<file path="config.mk">
export PLATFORM = sky130hd
export DESIGN_NAME = best_fit_region_selector_unit
export DESIGN_NICKNAME = d
export VERILOG_FILES = /design/src/rtl/core/bfrs_pkg.sv /design/src/rtl/core/best_fit_region_selector_unit.sv
export SDC_FILE = /design/constraint.sdc
export NUM_CORES = 1
export LEC_CHECK = 0
export BUFFER_PORTS_ARGS = -buffer_cell sky130_fd_sc_hd__buf_4
export CAP_MARGIN = 30
export CORE_ASPECT_RATIO = 1.2
export CORE_UTILIZATION = 40
export DETAILED_ROUTE_END_ITERATION = 10
export PLACE_DENSITY = 0.6
export SLEW_MARGIN = 25
export SYNTH_ARGS = -nofsm -noshare
export SYNTH_HDL_FRONTEND = slang
export SYNTH_SLANG_ARGS = --single-unit
export TNS_END_PERCENT = 10
</file>
<file path="constraint.sdc">
create_clock -name clk -period 16.9 [get_ports clk]
set_clock_uncertainty 0.1 [all_clocks]
set_input_delay 0.845 -clock clk [delete_from_list [all_inputs] [get_ports clk]]
set_output_delay 0.845 -clock clk [all_outputs]
set_load 0.1 [all_outputs]
</file>
<file path="src/rtl/core/bfrs_pkg.sv">
// ----------------------------------------------------------------------------
// bfrs_pkg: shared types and constants of the best-fit region selector
// Holds the field widths, register map and the required-size function.
// ----------------------------------------------------------------------------
package bfrs_pkg;

    localparam int BASE_W = 52;
    localparam int LEN_W  = 53;
    localparam int TYPE_W = 8;
    localparam int NEED_W = 56;
    localparam int DATA_W = 64;
    localparam int ADDR_W = 4;

    localparam int PAGE_BYTES        = 4096;
    localparam int PAGE_SHIFT        = $clog2(PAGE_BYTES);
    localparam int DIR_ENTRY_BYTES   = 8;
    localparam int ADDR_BITS         = 52;
    localparam int LEVEL_FANOUT      = 512;
    localparam int FANOUT_SHIFT      = $clog2(LEVEL_FANOUT);
    localparam int TABLE_ENTRY_BYTES = 8;
    localparam int CNT_W             = LEN_W - PAGE_SHIFT + 1;

    typedef logic [BASE_W-1:0] base_t;
    typedef logic [LEN_W-1:0]  len_t;
    typedef logic [TYPE_W-1:0] rtype_t;
    typedef logic [NEED_W-1:0] need_t;
    typedef logic [CNT_W-1:0]  cnt_t;

    localparam rtype_t USABLE_TYPE = rtype_t'(1);

    // Region base is taken in its low ADDR_BITS bits
    localparam logic [63:0] ADDR_MASK64 = (ADDR_BITS >= 64) ? '1 :
                                          ((64'd1 << ADDR_BITS) - 64'd1);
    localparam base_t ADDR_MASK = ADDR_MASK64[BASE_W-1:0];

    // Register map, indexed by paddr[3]
    typedef enum logic {
        REG_MIN_BASE   = 1'b0,
        REG_SPACE_SIZE = 1'b1
    } reg_idx_t;

    localparam base_t MIN_BASE_RESET   = base_t'(64'd1048576);
    localparam len_t  SPACE_SIZE_RESET = len_t'(64'd4294967296);

    function automatic cnt_t round_fanout(input cnt_t x);
        logic [CNT_W:0] t;
        begin
            t = {1'b0, x} + (CNT_W+1)'(LEVEL_FANOUT - 1);
            return {t[CNT_W-1:FANOUT_SHIFT], {FANOUT_SHIFT{1'b0}}};
        end
    endfunction

    // Bytes for the direct map plus a four-level table with one root entry
    function automatic need_t needed_bytes(input len_t space);
        logic [LEN_W:0] sp_round;
        cnt_t           pages;
        cnt_t           pte;
        cnt_t           pde;
        cnt_t           pdpe;
        begin
            sp_round = {1'b0, space} + (LEN_W+1)'(PAGE_BYTES - 1);
            pages    = sp_round[LEN_W:PAGE_SHIFT];
            pte      = round_fanout(pages);
            pde      = round_fanout(pte >> FANOUT_SHIFT);
            pdpe     = round_fanout(pde >> FANOUT_SHIFT);
            return NEED_W'(pages) * NEED_W'(DIR_ENTRY_BYTES)
                 + (NEED_W'(pte) + NEED_W'(pde) + NEED_W'(pdpe) + NEED_W'(1))
                   * NEED_W'(TABLE_ENTRY_BYTES);
        end
    endfunction

endpackage

</file>
<file path="src/rtl/core/best_fit_region_selector_unit.sv">
// ----------------------------------------------------------------------------
// best_fit_region_selector_unit: smallest usable memory region finder
// Scans memory map regions and reports the best fit for the direct map.
// ----------------------------------------------------------------------------
// Takes one region request per cycle unless a last region is held back by a stalled
// result. A region is registered on acceptance and judged in the next cycle against
// min_base and the required size, which is recomputed into a register in the cycle
// after address_space_size is written. The result of a map is loaded into the output
// register when its last region leaves the input register; the output register
// decouples the two sides, so a stalled result only holds back the next last region.
// A miss reports found = 0 with zero base and length. Registers: min_base at 0x0,
// address_space_size at 0x8, both 64-bit wide accesses.
module best_fit_region_selector_unit
    import bfrs_pkg::*;
(
    input  logic              clk,
    input  logic              rst_n,
    // configuration
    input  logic              psel,
    input  logic              penable,
    input  logic              pwrite,
    input  logic [ADDR_W-1:0] paddr,
    input  logic [DATA_W-1:0] pwdata,
    output logic [DATA_W-1:0] prdata,
    output logic              pready,
    // region requests
    input  logic              in_valid,
    output logic              in_ready,
    input  base_t             region_base,
    input  len_t              region_len,
    input  rtype_t            region_type,
    input  logic              is_last,
    // results
    output logic              out_valid,
    input  logic              out_ready,
    output logic              found,
    output base_t             chosen_base,
    output len_t              chosen_len
);

    base_t    min_base_reg;
    len_t     space_size_reg;
    need_t    need_reg;
    reg_idx_t reg_sel;
    logic     cfg_wr;

    logic     s1_valid_reg;
    base_t    s1_base_reg;
    len_t     s1_len_reg;
    rtype_t   s1_type_reg;
    logic     s1_last_reg;

    logic     have_best_reg;
    logic     have_best_next;
    base_t    best_base_reg;
    base_t    best_base_next;
    len_t     best_len_reg;
    len_t     best_len_next;

    logic     out_valid_reg;
    logic     found_reg;
    base_t    chosen_base_reg;
    len_t     chosen_len_reg;

    logic     qualify;
    logic     take;
    logic     s1_advance;
    logic     out_load;

    // ---------------- configuration ----------------
    assign pready  = 1'b1;
    assign reg_sel = reg_idx_t'(paddr[3]);
    assign cfg_wr  = psel && penable && pwrite;

    always_comb
    begin
        case (reg_sel)
            REG_MIN_BASE:   prdata = DATA_W'(min_base_reg);
            REG_SPACE_SIZE: prdata = DATA_W'(space_size_reg);
            default:        prdata = '0;
        endcase
    end

    always_ff @(posedge clk or negedge rst_n)
    begin
        if (!rst_n)
        begin
            min_base_reg   <= MIN_BASE_RESET;
            space_size_reg <= SPACE_SIZE_RESET;
            need_reg       <= needed_bytes(SPACE_SIZE_RESET);
        end
        else
        begin
            if (cfg_wr && reg_sel == REG_MIN_BASE)
            begin
                min_base_reg <= pwdata[BASE_W-1:0];
            end
            if (cfg_wr && reg_sel == REG_SPACE_SIZE)
            begin
                space_size_reg <= pwdata[LEN_W-1:0];
            end
            need_reg <= needed_bytes(space_size_reg);
        end
    end

    // ---------------- input register ----------------
    // A last region needs a free output register before it can retire
    assign s1_advance = s1_valid_reg && (!s1_last_reg || !out_valid_reg || out_ready);
    assign in_ready   = !s1_valid_reg || s1_advance;

    always_ff @(posedge clk or negedge rst_n)
    begin
        if (!rst_n)
        begin
            s1_valid_reg <= 1'b0;
        end
        else if (in_ready)
        begin
            s1_valid_reg <= in_valid;
        end
    end

    always_ff @(posedge clk)
    begin
        if (in_valid && in_ready)
        begin
            s1_base_reg <= region_base & ADDR_MASK;
            s1_len_reg  <= region_len;
            s1_type_reg <= region_type;
            s1_last_reg <= is_last;
        end
    end

    // ---------------- judge and track best ----------------
    assign qualify = (s1_type_reg == USABLE_TYPE)
                  && (NEED_W'(s1_len_reg) >= need_reg)
                  && (s1_base_reg >= min_base_reg);
    assign take    = qualify && (!have_best_reg || s1_len_reg < best_len_reg);
    assign out_load = s1_advance && s1_last_reg;

    always_comb
    begin
        have_best_next = have_best_reg;
        best_base_next = best_base_reg;
        best_len_next  = best_len_reg;
        if (s1_advance)
        begin
            if (s1_last_reg)
            begin
                // drop the choice so the next region starts a new map
                have_best_next = 1'b0;
                best_base_next = '0;
                best_len_next  = '0;
            end
            else if (take)
            begin
                have_best_next = 1'b1;
                best_base_next = s1_base_reg;
                best_len_next  = s1_len_reg;
            end
        end
    end

    always_ff @(posedge clk or negedge rst_n)
    begin
        if (!rst_n)
        begin
            have_best_reg <= 1'b0;
            best_base_reg <= '0;
            best_len_reg  <= '0;
        end
        else
        begin
            have_best_reg <= have_best_next;
            best_base_reg <= best_base_next;
            best_len_reg  <= best_len_next;
        end
    end

    // ---------------- output register ----------------
    always_ff @(posedge clk or negedge rst_n)
    begin
        if (!rst_n)
        begin
            out_valid_reg <= 1'b0;
        end
        else if (out_load)
        begin
            out_valid_reg <= 1'b1;
        end
        else if (out_ready)
        begin
            out_valid_reg <= 1'b0;
        end
    end

    always_ff @(posedge clk)
    begin
        if (out_load)
        begin
            if (take)
            begin
                found_reg       <= 1'b1;
                chosen_base_reg <= s1_base_reg;
                chosen_len_reg  <= s1_len_reg;
            end
            else
            begin
                found_reg       <= have_best_reg;
                chosen_base_reg <= best_base_reg;
                chosen_len_reg  <= best_len_reg;
            end
        end
    end

    assign out_valid   = out_valid_reg;
    assign found       = found_reg;
    assign chosen_base = chosen_base_reg;
    assign chosen_len  = chosen_len_reg;

endmodule

</file>
# After elaboration in Yosys (flattened, before gate mapping)
# Cells that the tools add are included.
# totals
reg_bits	482
latchBits	0
ram_bits	0
mem_bits_ro	0
out_inout_bits	173
wordCells	56
mem_count	0
# classes
n_addsub	8
n_mul	0
div_mod_pow	0
n_lt_le_gt_ge	3
n_eq_ne	1
n_shift	0
mux	9
bitwise_logic	1
n_reduce_logical	19
# ops
cell	count
case mux 64 bit (2 select lines)	1
2-to-1 mux 53 bit	2
2-to-1 mux 52 bit	2
adder 53 x 12 -> 54 bit (second input constant)	1
>= comparator 53 x 49 -> 1 bit	1
< comparator 53 bit	1
>= comparator 52 bit	1
adder 45 x 48 -> 49 bit	1
adder 44 x 1 -> 45 bit (second input constant)	1
adder 43 x 26 -> 44 bit	1
adder 42 x 34 -> 43 bit	1
adder 42 x 9 -> 42 bit (second input constant)	1
adder 33 x 9 -> 34 bit (second input constant)	1
adder 25 x 9 -> 26 bit (second input constant)	1
logical AND 1 bit	10
equality test 8 x 1 -> 1 bit (second input constant)	1
logical NOT 1 bit	4
logical OR 1 bit	4
2-to-1 mux 1 bit	4
nonzero test 2 bit	1
inverter 1 bit	1

# Logic depth before layout (Yosys ltp)
# Gate-level depths: netlist of the first run.
# logic_depth
ltp_word	7
depth_mapped	45
ltp_nobuf	42

# Worst setup path after synthesis of the first run
# OpenSTA, ideal clock, no wires.
# synth_path
path_kind	flip-flop to flip-flop
startpoint	reg space_size_reg[32]
endpoint	reg need_reg[42]
t_arrival_ns	8.476
setup_slack_ns	8.244
stages_incl_launch_ff	39
n_path_buf	1
path_cell_list	dfstp_2 -> nand2_1 -> or3_1 -> nor4_2 -> a2bb2o_4 -> buf_6 -> or3b_4 -> nor3_1 -> xnor2_1 -> inv_2 -> or4_1 -> or4_1 -> nor2_1 -> nor2_1 -> nand2_1 -> xnor2_1 -> fa_1 -> ha_1 -> (+3 left out) -> o211a_1 -> and2_1 -> o21ai_0 -> nand2b_1 -> xor2_1 -> ha_1 -> a21o_1 -> a21oi_1 -> a21boi_0 -> nand2_1 -> a211oi_1 -> o41ai_1 -> a21oi_1 -> o21ai_0 -> a31oi_1 -> o21bai_1 -> a21oi_1 -> xnor2_1
# synth_via
elab_chain_cells	7
word_cells_on_any_way	8
cone_classes	add/sub: 8
# synth_rtl
element	line_no	rtl
from (decl)	best_fit_region_selector_unit.sv:42	len_t space_size_reg;
from (signal assigned)	best_fit_region_selector_unit.sv:100	space_size_reg <= pwdata[LEN_W-1:0];
adder 53 x 12 -> 54 bit (*)	bfrs_pkg.sv:61	sp_round = {1'b0, space} + (LEN_W+1)'(PAGE_BYTES - 1);
adder 42 x 9 -> 42 bit	bfrs_pkg.sv:48	t = {1'b0, x} + (CNT_W+1)'(LEVEL_FANOUT - 1);
adder 33 x 9 -> 34 bit	bfrs_pkg.sv:48	
adder 42 x 34 -> 43 bit / adder 25 x 9 -> 26 bit (equally long branches)	bfrs_pkg.sv:67, bfrs_pkg.sv:48	
adder 43 x 26 -> 44 bit	bfrs_pkg.sv:67	+ (NEED_W'(pte) + NEED_W'(pde) + NEED_W'(pdpe) + NEED_W'(1))
adder 44 x 1 -> 45 bit	bfrs_pkg.sv:67	
adder 45 x 48 -> 49 bit (*)	bfrs_pkg.sv:67	
to (signal assigned)	best_fit_region_selector_unit.sv:90	need_reg <= needed_bytes(SPACE_SIZE_RESET);
to (signal assigned)	best_fit_region_selector_unit.sv:102	need_reg <= needed_bytes(space_size_reg);
to (decl)	best_fit_region_selector_unit.sv:43	need_t need_reg;
# Every way passes the cells marked *; elsewhere a longest branch is shown, timed or not.
# A chain may end at the register's enable or synchronous reset.

# Final worst setup path of the first run
# layout_path
startpoint	reg space_size_reg[4]
endpoint	reg need_reg[42]
# The elaborated chain is that of the path after synthesis.

==> results of run 1 <==
==> critical path, delay by kind of cell (launching register included) <==
family / cells / cell delay (ps)
and+or+nand+nor: 13 / 4520
AOI/OAI and AO/OA: 15 / 3950
xor gates and xnor gates: 5 / 1150
adders and majority gates: 3 / 920
DFF: 1 / 420
buffers and inverters: 2 / 170
==> stage by stage <==
stage	utilization	instances	power, µW
after floorplan	-	2541	3573
after global placement	0.4546	3677	4232
after detailed placement	0.4550	3679	4287
after CTS	0.4781	3770	5396
after global routing	0.4791	3775	5722
final	0.4791	3775	5367
==> layout by cell type (no fill, tap or decap), drive strengths merged, types with 14 or more instances in the layout <==
cell,Yosys,final
buf,38,355
dfrtp,251,251
ha,221,221
edfxtp,220,220
mux2,209,209
nand2,186,186
inv,184,185
nand3,145,145
xnor2,107,107
o21ai,95,95
nor2,84,84
a21oi,82,82
a21o,71,71
clkbuf,86,65
o211ai,61,61
xor2,59,59
a22o,56,56
nand4,48,48
nor4,32,32
nor3,31,31
nor2b,27,27
and3,22,22
o21a,21,21
clkinv,1,21
conb,2,16
a31oi,15,15
and2,14,14
==> repair_timing <==
item | in CTS | in global routing
hold buffers | 0 | 1
endpoints found under the hold margin | 0 | 21
resized for setup | 0 | 0
==> cells in the mapped netlist, types with 8 or more instances <==
cell and n:
o21ai_0 94, a22o_1 56, mux2_2 209, nor3_1 28, xor2_1 53, nor2b_1 27, nand2b_1 13, nand2_1 186
and2_1 14, dfrtp_1 251, and3_1 22, nand4_1 45, xnor2_1 105, ha_1 221, nor4_1 21, and4_1 11
o21bai_1 10, buf_2 11, a21o_1 71, edfxtp_1 220, nor2_1 83, o21a_1 21, o211ai_1 61, nand4b_1 8
inv_1 182, clkbuf_1 86, or3_1 9, a21oi_1 81, a31oi_1 15, nand3_1 144, fa_1 13, buf_4 19
==> area by class of cell <==
class	count	area [µm²]	area share
clock inverter	26	239.0	0.007260
multi-input combinational	1755	13700	0.4162
timing repair buffer	356	2749	0.08351
clock buffer	65	1346	0.04090
sequential	477	13050	0.3963
antenna	2	5.005	0.0001520
inverter	185	695.7	0.02113
tap	909	1137	0.03455
==> layer usage <==
layer  global-route usage  part of all wire
met5                    0           0.00019
met4              0.07164             0.032
met3              0.04020             0.049
met2               0.3952              0.51
met1               0.2684              0.41
==> power by group <==
part | internal, µW | switching (µW)
sequential | 1440 | 145
clock | 608 | 478
combinational | 1040 | 1660
==> worst max-delay path by stage <==
| stage | startpoint | endpoint | slack, ps |
|---|---|---|---|
| after global routing | space_size_reg[7]$_DFFE_PN0P_ | need_reg[42]$_DFF_PN0_ | 4690 |
| final | space_size_reg[4]$_DFFE_PN0P_ | need_reg[42]$_DFF_PN0_ | 5590 |
| after CTS | space_size_reg[4]$_DFFE_PN0P_ | need_reg[42]$_DFF_PN0_ | 5640 |
| after detailed placement | space_size_reg[4]$_DFFE_PN0P_ | need_reg[42]$_DFF_PN0_ | 5690 |
| after global placement | space_size_reg[4]$_DFFE_PN0P_ | need_reg[44]$_DFF_PN0_ | 5820 |
| after floorplan | space_size_reg[32]$_DFFE_PN1P_ | need_reg[42]$_DFF_PN0_ | 8240 |
==> logic make-up (layout without fill, tap and decap cells) <==
logic type	after synthesis	in the layout	share of synthesized area
AOI/OAI and AO/OA	469	469	0.1144
xor gates and xnor gates	166	166	0.05421
adders and majority gates	235	235	0.1087
buffers and inverters	309	632	0.04512
DFF	477	477	0.4671
muxes	211	211	0.08499
other	2	18	0.0002689
and+or+nand+nor	658	658	0.1252
==> results.md, run 1 <==
- Hold path startpoint: region_base[44]
- Top cell by count, worst path: a21oi_1
- Max_slew headroom: 0.3453
- Top FF cell, synth: dfrtp_1
- Kind of critical path: flop to flop
- Initial Utilization: 0.4064
- Critical path required time: around 17000 ps
- Crit Path Max Fanout: 19
- Die W: 243.2 µm
- Area of placed instances: approximately 31000 µm²
- PD cells: roughly 160 nW/µm²
- Critical Path Start Type: flop
- Cells after Synth: between 2000 and 3000
- Io pins: 362
- R2R setup slack: 5590 ps
- DP HPWL: approximately 59 mm
- Hold Worst Slack: just over 300 ps
- Outcome: finished, final reports clean
- Clock Tree Buf Depth: 3
- Crit end category: flop
- Setup_tns: 0 ps
- F_max: 0.08842 GHz
- Reg-to-Reg Start: space_size_reg[4]$_DFFE_PN0P_
- CP max stage cell: nor3_1
- Pre-CTS setup slack: ~5700 ps
- Slew Limit Fails: 0
- Synth top area cells: edfxtp_1 (24%), dfrtp_1 (22%), ha_1 (9.9%)
- Least-Margin Pin Slew: ~970 ps
- Yosys reg bits: 477
- Leakage power: about 0.014 µW
- Synth area leader: edfxtp_1
- Syn Std Cell Area: 27930 µm²
- Drt wl/cell: 20.93 µm
- Peak VDD IR: between 0.09 and 0.1 mV
- Post-synth ARST share: 0.5388
- Worst Path Arrival: 11740 ps
- Sequential area share after synthesis: 0.4671
- Post-synth EDFFs: 220
- Final Hold Viols: 0
- IO buf count: ~340
- Global placement routability congestion: between 0.8 and 0.9
- Rows: about 110
- Worst Hold Depth: 1
- Avg Synthesized Cell Area: approximately 11 µm²
- Reg2reg end: need_reg[42]$_DFF_PN0_
- GRT Resource Usage Total: 0.2219
- Final Cell Area: roughly 33000 µm²
- Final setup fails: 0
- Fillers: between 6000 and 7000
- Unique masters post-synth: 90
- Yosys top cell area share: 0.2366
- Final Net Count: between 3000 and 4000
- Reg2Reg Depth: 38
- Initial antenna violation count: 3
- Root Driver: clkbuf_16
- Vias in the first global route: ~21000
- DRT iter0 DRCs: between 1000 and 1500
- Post-CTS Setup Bufs: 0
- Full die area: between 70000 and 80000 µm²
- Worst hold path endpoint: s1_base_reg[44]$_DFFE_PP_
- Final Cycle Share: 0.6692
- Synth Warn #: 0
- Crit path largest cell delay: 860 ps
- Final min period: around 11000 ps
- Final antenna-violating net count: 0
- DIE HEIGHT: 291.4 µm
- CTS tree: built
- Largest net degree at the start of global routing: about 150
- Gr ovfl total: 0
- H-tree Lvls: 2
- Num CTS Buffers: slightly below 50
- First-pass detailed-route iteration total: 5
- Worst Hold Class: primary input to flop
- Layout cell share with drive strength beyond 1: 0.2427
- Max-Cap Viols: 0
- Core Footprint: between 60000 and 70000 µm²
- Clock sinks: about 480
- Area Growth Syn to Fin: 17.87%
- First-pass GRT wire length: 122.0 mm
- Clk_lat worst skew: slightly above 600 ps
- RSZ-0062 raised after global routing: false
- Vias/cell: roughly 5.4
- Routed WL: 79.02 mm
- # DRC: 0
- Via count: slightly above 20000
- Final worst slack: roughly 5600 ps
- Clock Pin Slew Worst Setup and Hold Paths: 70 ps
No activity file was read; power rests on OpenSTA's default activity.
==> run 2: changes to the inputs <==
- ABC_AREA: unset -> 1
- PLACE_DENSITY: 0.6 -> 0.61
- clock period: 16.9 -> 9.7 ns (I/O delays scaled with it)
==> run 2 against run 1 <==
Total power grew 54%. Critical path depth grew 14. Hold slack lost 270 ps. Register-to-register slack lost 4600 ps. Final cell count grew 41%. Sequential share of layout area shrank 4.9 points. Die area grew 11%. Design area grew 14%.
==> results.md, run 2 <==
- Global placement routability congestion: 0.9263 (+6.1%)
- # DRC: 0 (unchanged)
- Kind of critical path: flop to flop
- Crit path largest cell delay: 480 ps (-380 ps)
- Final worst slack: 956.5 ps (-4634 ps)
- Setup_tns: 0 ps (unchanged)
- Final setup fails: 0 (unchanged)
- Critical Path Source: space_size_reg[9]$_DFFE_PN0P_
- Initial Utilization: 0.4046 (-0.001809)
- Clock Pin Slew Worst Setup and Hold Paths: 60 ps (about the same)
- Fillers: 7376 (+18%)
- Peak VDD IR: 0.1411 mV (+47%)
- Post-CTS Setup Bufs: 0 (unchanged)
- Crit end category: flop
- Outcome: finished, final reports clean
- Routed WL: 98.18 mm (+24%)
- Vias in the first global route: 25995 (+25%)
- Full die area: 78530 µm² (+11%)
- Synth Area in XOR/XNOR: 0.02259 (-0.03162)
- CP max stage cell: fa_1
- DP HPWL: 75.22 mm (+27%)
- Post-synth ARST share: 0.5388 (unchanged)
- Worst Hold Class: primary input to flop
- Vias/cell: 5.051 (-6.2%)
- RSZ-0062 raised after global routing: false
- Area Growth Syn to Fin: 21.15%
- Syn Std Cell Area: 30960 µm² (+11%)
- Core Footprint: 76520 µm² (+11%)
- DRT iter0 DRCs: 1887 (+83%)
- Yosys reg bits: 477 (unchanged)
- Top FF cell, synth: dfrtp_1
- PD cells: 219.7 nW/µm² (+35%)
- Slew Limit Fails: 0 (unchanged)
- Die W: 256.0 µm (+5.3%)
- Hold path startpoint: pwdata[52]
- H-tree Lvls: 2 (unchanged)
- Worst Path Arrival: 9120 ps (-2620 ps)
- Max_slew headroom: 0.4096 (+0.06428)
- Commonest non-fill, non-tap cells in the layout: nand2_1 (1038), inv_1 (483), buf_4 (347), nand3_1 (272), dfrtp_1 (250)
- Initial antenna violation count: 5 (+2)
- Synth Warn #: 0 (unchanged)
- GRT Resource Usage Total: 0.2485 (+0.02660)
- Sequential area share after synthesis: 0.4213 (-0.04583)
- CTS tree: built
- Largest net degree at the start of global routing: 138 (-6.8%)
- Most common cell in the synthesized netlist: nand2_1
- Leakage power: 0.01823 µW (+28%)
- Main combinational cell family by area after synthesis: simple AND/OR/NAND/NOR gates
- Compound-Gate Fraction of Synth Area: 0.07362 (-0.04080)
- Rows: 111 (+5.7%)
- Clock Tree Buf Depth: 3 (unchanged)
- Avg Synthesized Cell Area: 8.070 µm² (-27%)
- First-pass GRT wire length: 150.8 mm (+24%)
- Num CTS Buffers: 53 (+8.2%)
- Layout cell share with drive strength beyond 1: 0.1478 (-0.09491)
- First-pass detailed-route iteration total: 5 (unchanged)
- Io pins: 362 (unchanged)
- Max-Cap Viols: 0 (unchanged)
- Critical path required time: 10080 ps (-7250 ps)
- Final Cycle Share: 0.9014 (+0.2322)
- Final min period: 8744 ps (-2566 ps)
- Least-Margin Pin Slew: 885.7 ps (-87.44 ps)
- Commonest non-fill, non-tap cell in the layout: nand2_1
- Post-synth EDFFs: 220 (unchanged)
- Via count: 26931 (+33%)
- Cells after Synth: 3837 (+52%)
- Crit Path Max Fanout: 22 (+3)
- DIE HEIGHT: 306.8 µm (+5.3%)
- Pre-CTS setup slack: 720.7 ps (-4970 ps)
- Final Net Count: 4690 (+44%)
- Critical Path Start Type: flop
- R2R setup slack: 960 ps (-4630 ps)
- Yosys top cell area share: 0.2134 (-0.02321)
- Clk_lat worst skew: 620 ps (about the same)
- Synth area leader: edfxtp_1
- Adder-Cell Fraction of Synth Area: 0.09770 (-0.01099)
- Proportion of synthesized area in mux cells: 0 (-0.08499)
- Gr ovfl total: 0 (unchanged)
- Synth Area in Simple Gates: 0.3060 (+0.1808)
- Clock sinks: 477 (unchanged)
- Final Hold Viols: 0 (unchanged)
- Most instantiated cells after synthesis: nand2_1 (1043), inv_1 (485), nand3_1 (272)
- IO buf count: 335 (unchanged)
- Top cell by count, worst path: nand2_1
- Drt wl/cell: 18.41 µm (-12%)
- F_max: 0.1144 GHz (+29%)
- Synth top area cells: edfxtp_1 (21%), dfrtp_1 (20%), nand2_1 (13%)
- Unique masters post-synth: 63 (-30%)
- Reg-to-Reg Start: space_size_reg[9]$_DFFE_PN0P_
- Final antenna-violating net count: 0 (unchanged)
- Root Driver: clkbuf_16
-- run 2: where the power goes --
part	switching (µW)	internal (µW)
registers	170	2380
logic	2490	1150
clock network	851	1200
-- run 2: layout make-up --
type                    count  area, µm²  area share
diodes                      4      10.01   0.0002668
clock buffers              68       1423     0.03792
clock inverters            31      337.8    0.009006
inverters                 522       1967     0.05243
multi-input cells        2746      15610      0.4162
flip-flops and latches    477      13050      0.3478
well taps                1017       1272     0.03392
repair buffers            467       3842      0.1024
-- run 2: cell families after synthesis --
| kind of cell | after synthesis |
|---|---|
| fa+ha+maj | 234 |
| buf+inv | 628 |
| xor+xnor | 79 |
| other cells | 2 |
| compound gates | 421 |
| flops | 477 |
| simple gates | 1996 |
-- run 2: worst max-delay path: cells and delay by family, from the launching register on --
| kind | cells | cell delay, ps |
|---|---|---|
| flops | 1 | 440 |
| buf+inv | 3 | 230 |
| compound gates | 10 | 1660 |
| xor+xnor | 3 | 480 |
| simple gates | 31 | 4030 |
| fa+ha+maj | 5 | 1640 |
-- run 2: routing by layer --
| layer | vias to the layer above | GRT usage | routed length [µm] |
|---|---|---|---|
| met5 | - | 0 | 13 |
| met4 | 2 | 0.1145 | 4473 |
| met3 | 179 | 0.03009 | 4540 |
| met2 | 721 | 0.4055 | 45480 |
| met1 | 12612 | 0.3298 | 43670 |
| li1 | 13417 | - | - |
-- run 2: repair_timing --
item,CTS,global route
gates resized for setup,0,9
hold buffers,115,0
setup endpoints to repair,0,5
endpoints found under the hold margin,163,0
-- run 2: worst paths after layout --
check	endpoint	cells after the start
min reg2reg	best_base_reg[18]$_DFFE_PN0P_	2
min in group asynchronous	best_base_reg[27]$_DFFE_PN0P_	2
max in group asynchronous	best_len_reg[17]$_DFFE_PN0P_	4
max reg2reg	need_reg[44]$_DFF_PN0_	52
min	space_size_reg[52]$_DFFE_PN0P_	3
max	need_reg[44]$_DFF_PN0_	52
-- run 2: through the flow --
stage                     total power, µW  instance area, µm²  std cells  hold slack (ps)  utilization
after CTS                            8282               37430       5326            1.505       0.4891
after global routing                 8783               37510       5332            30.93       0.4902
after global placement               6140               34510       5112            328.9       0.4510
after detailed placement             6161               34520       5112            326.0       0.4511
after floorplan                      5123               31020       3851            89.41            -
final                                8241               37510       5332            33.68       0.4902
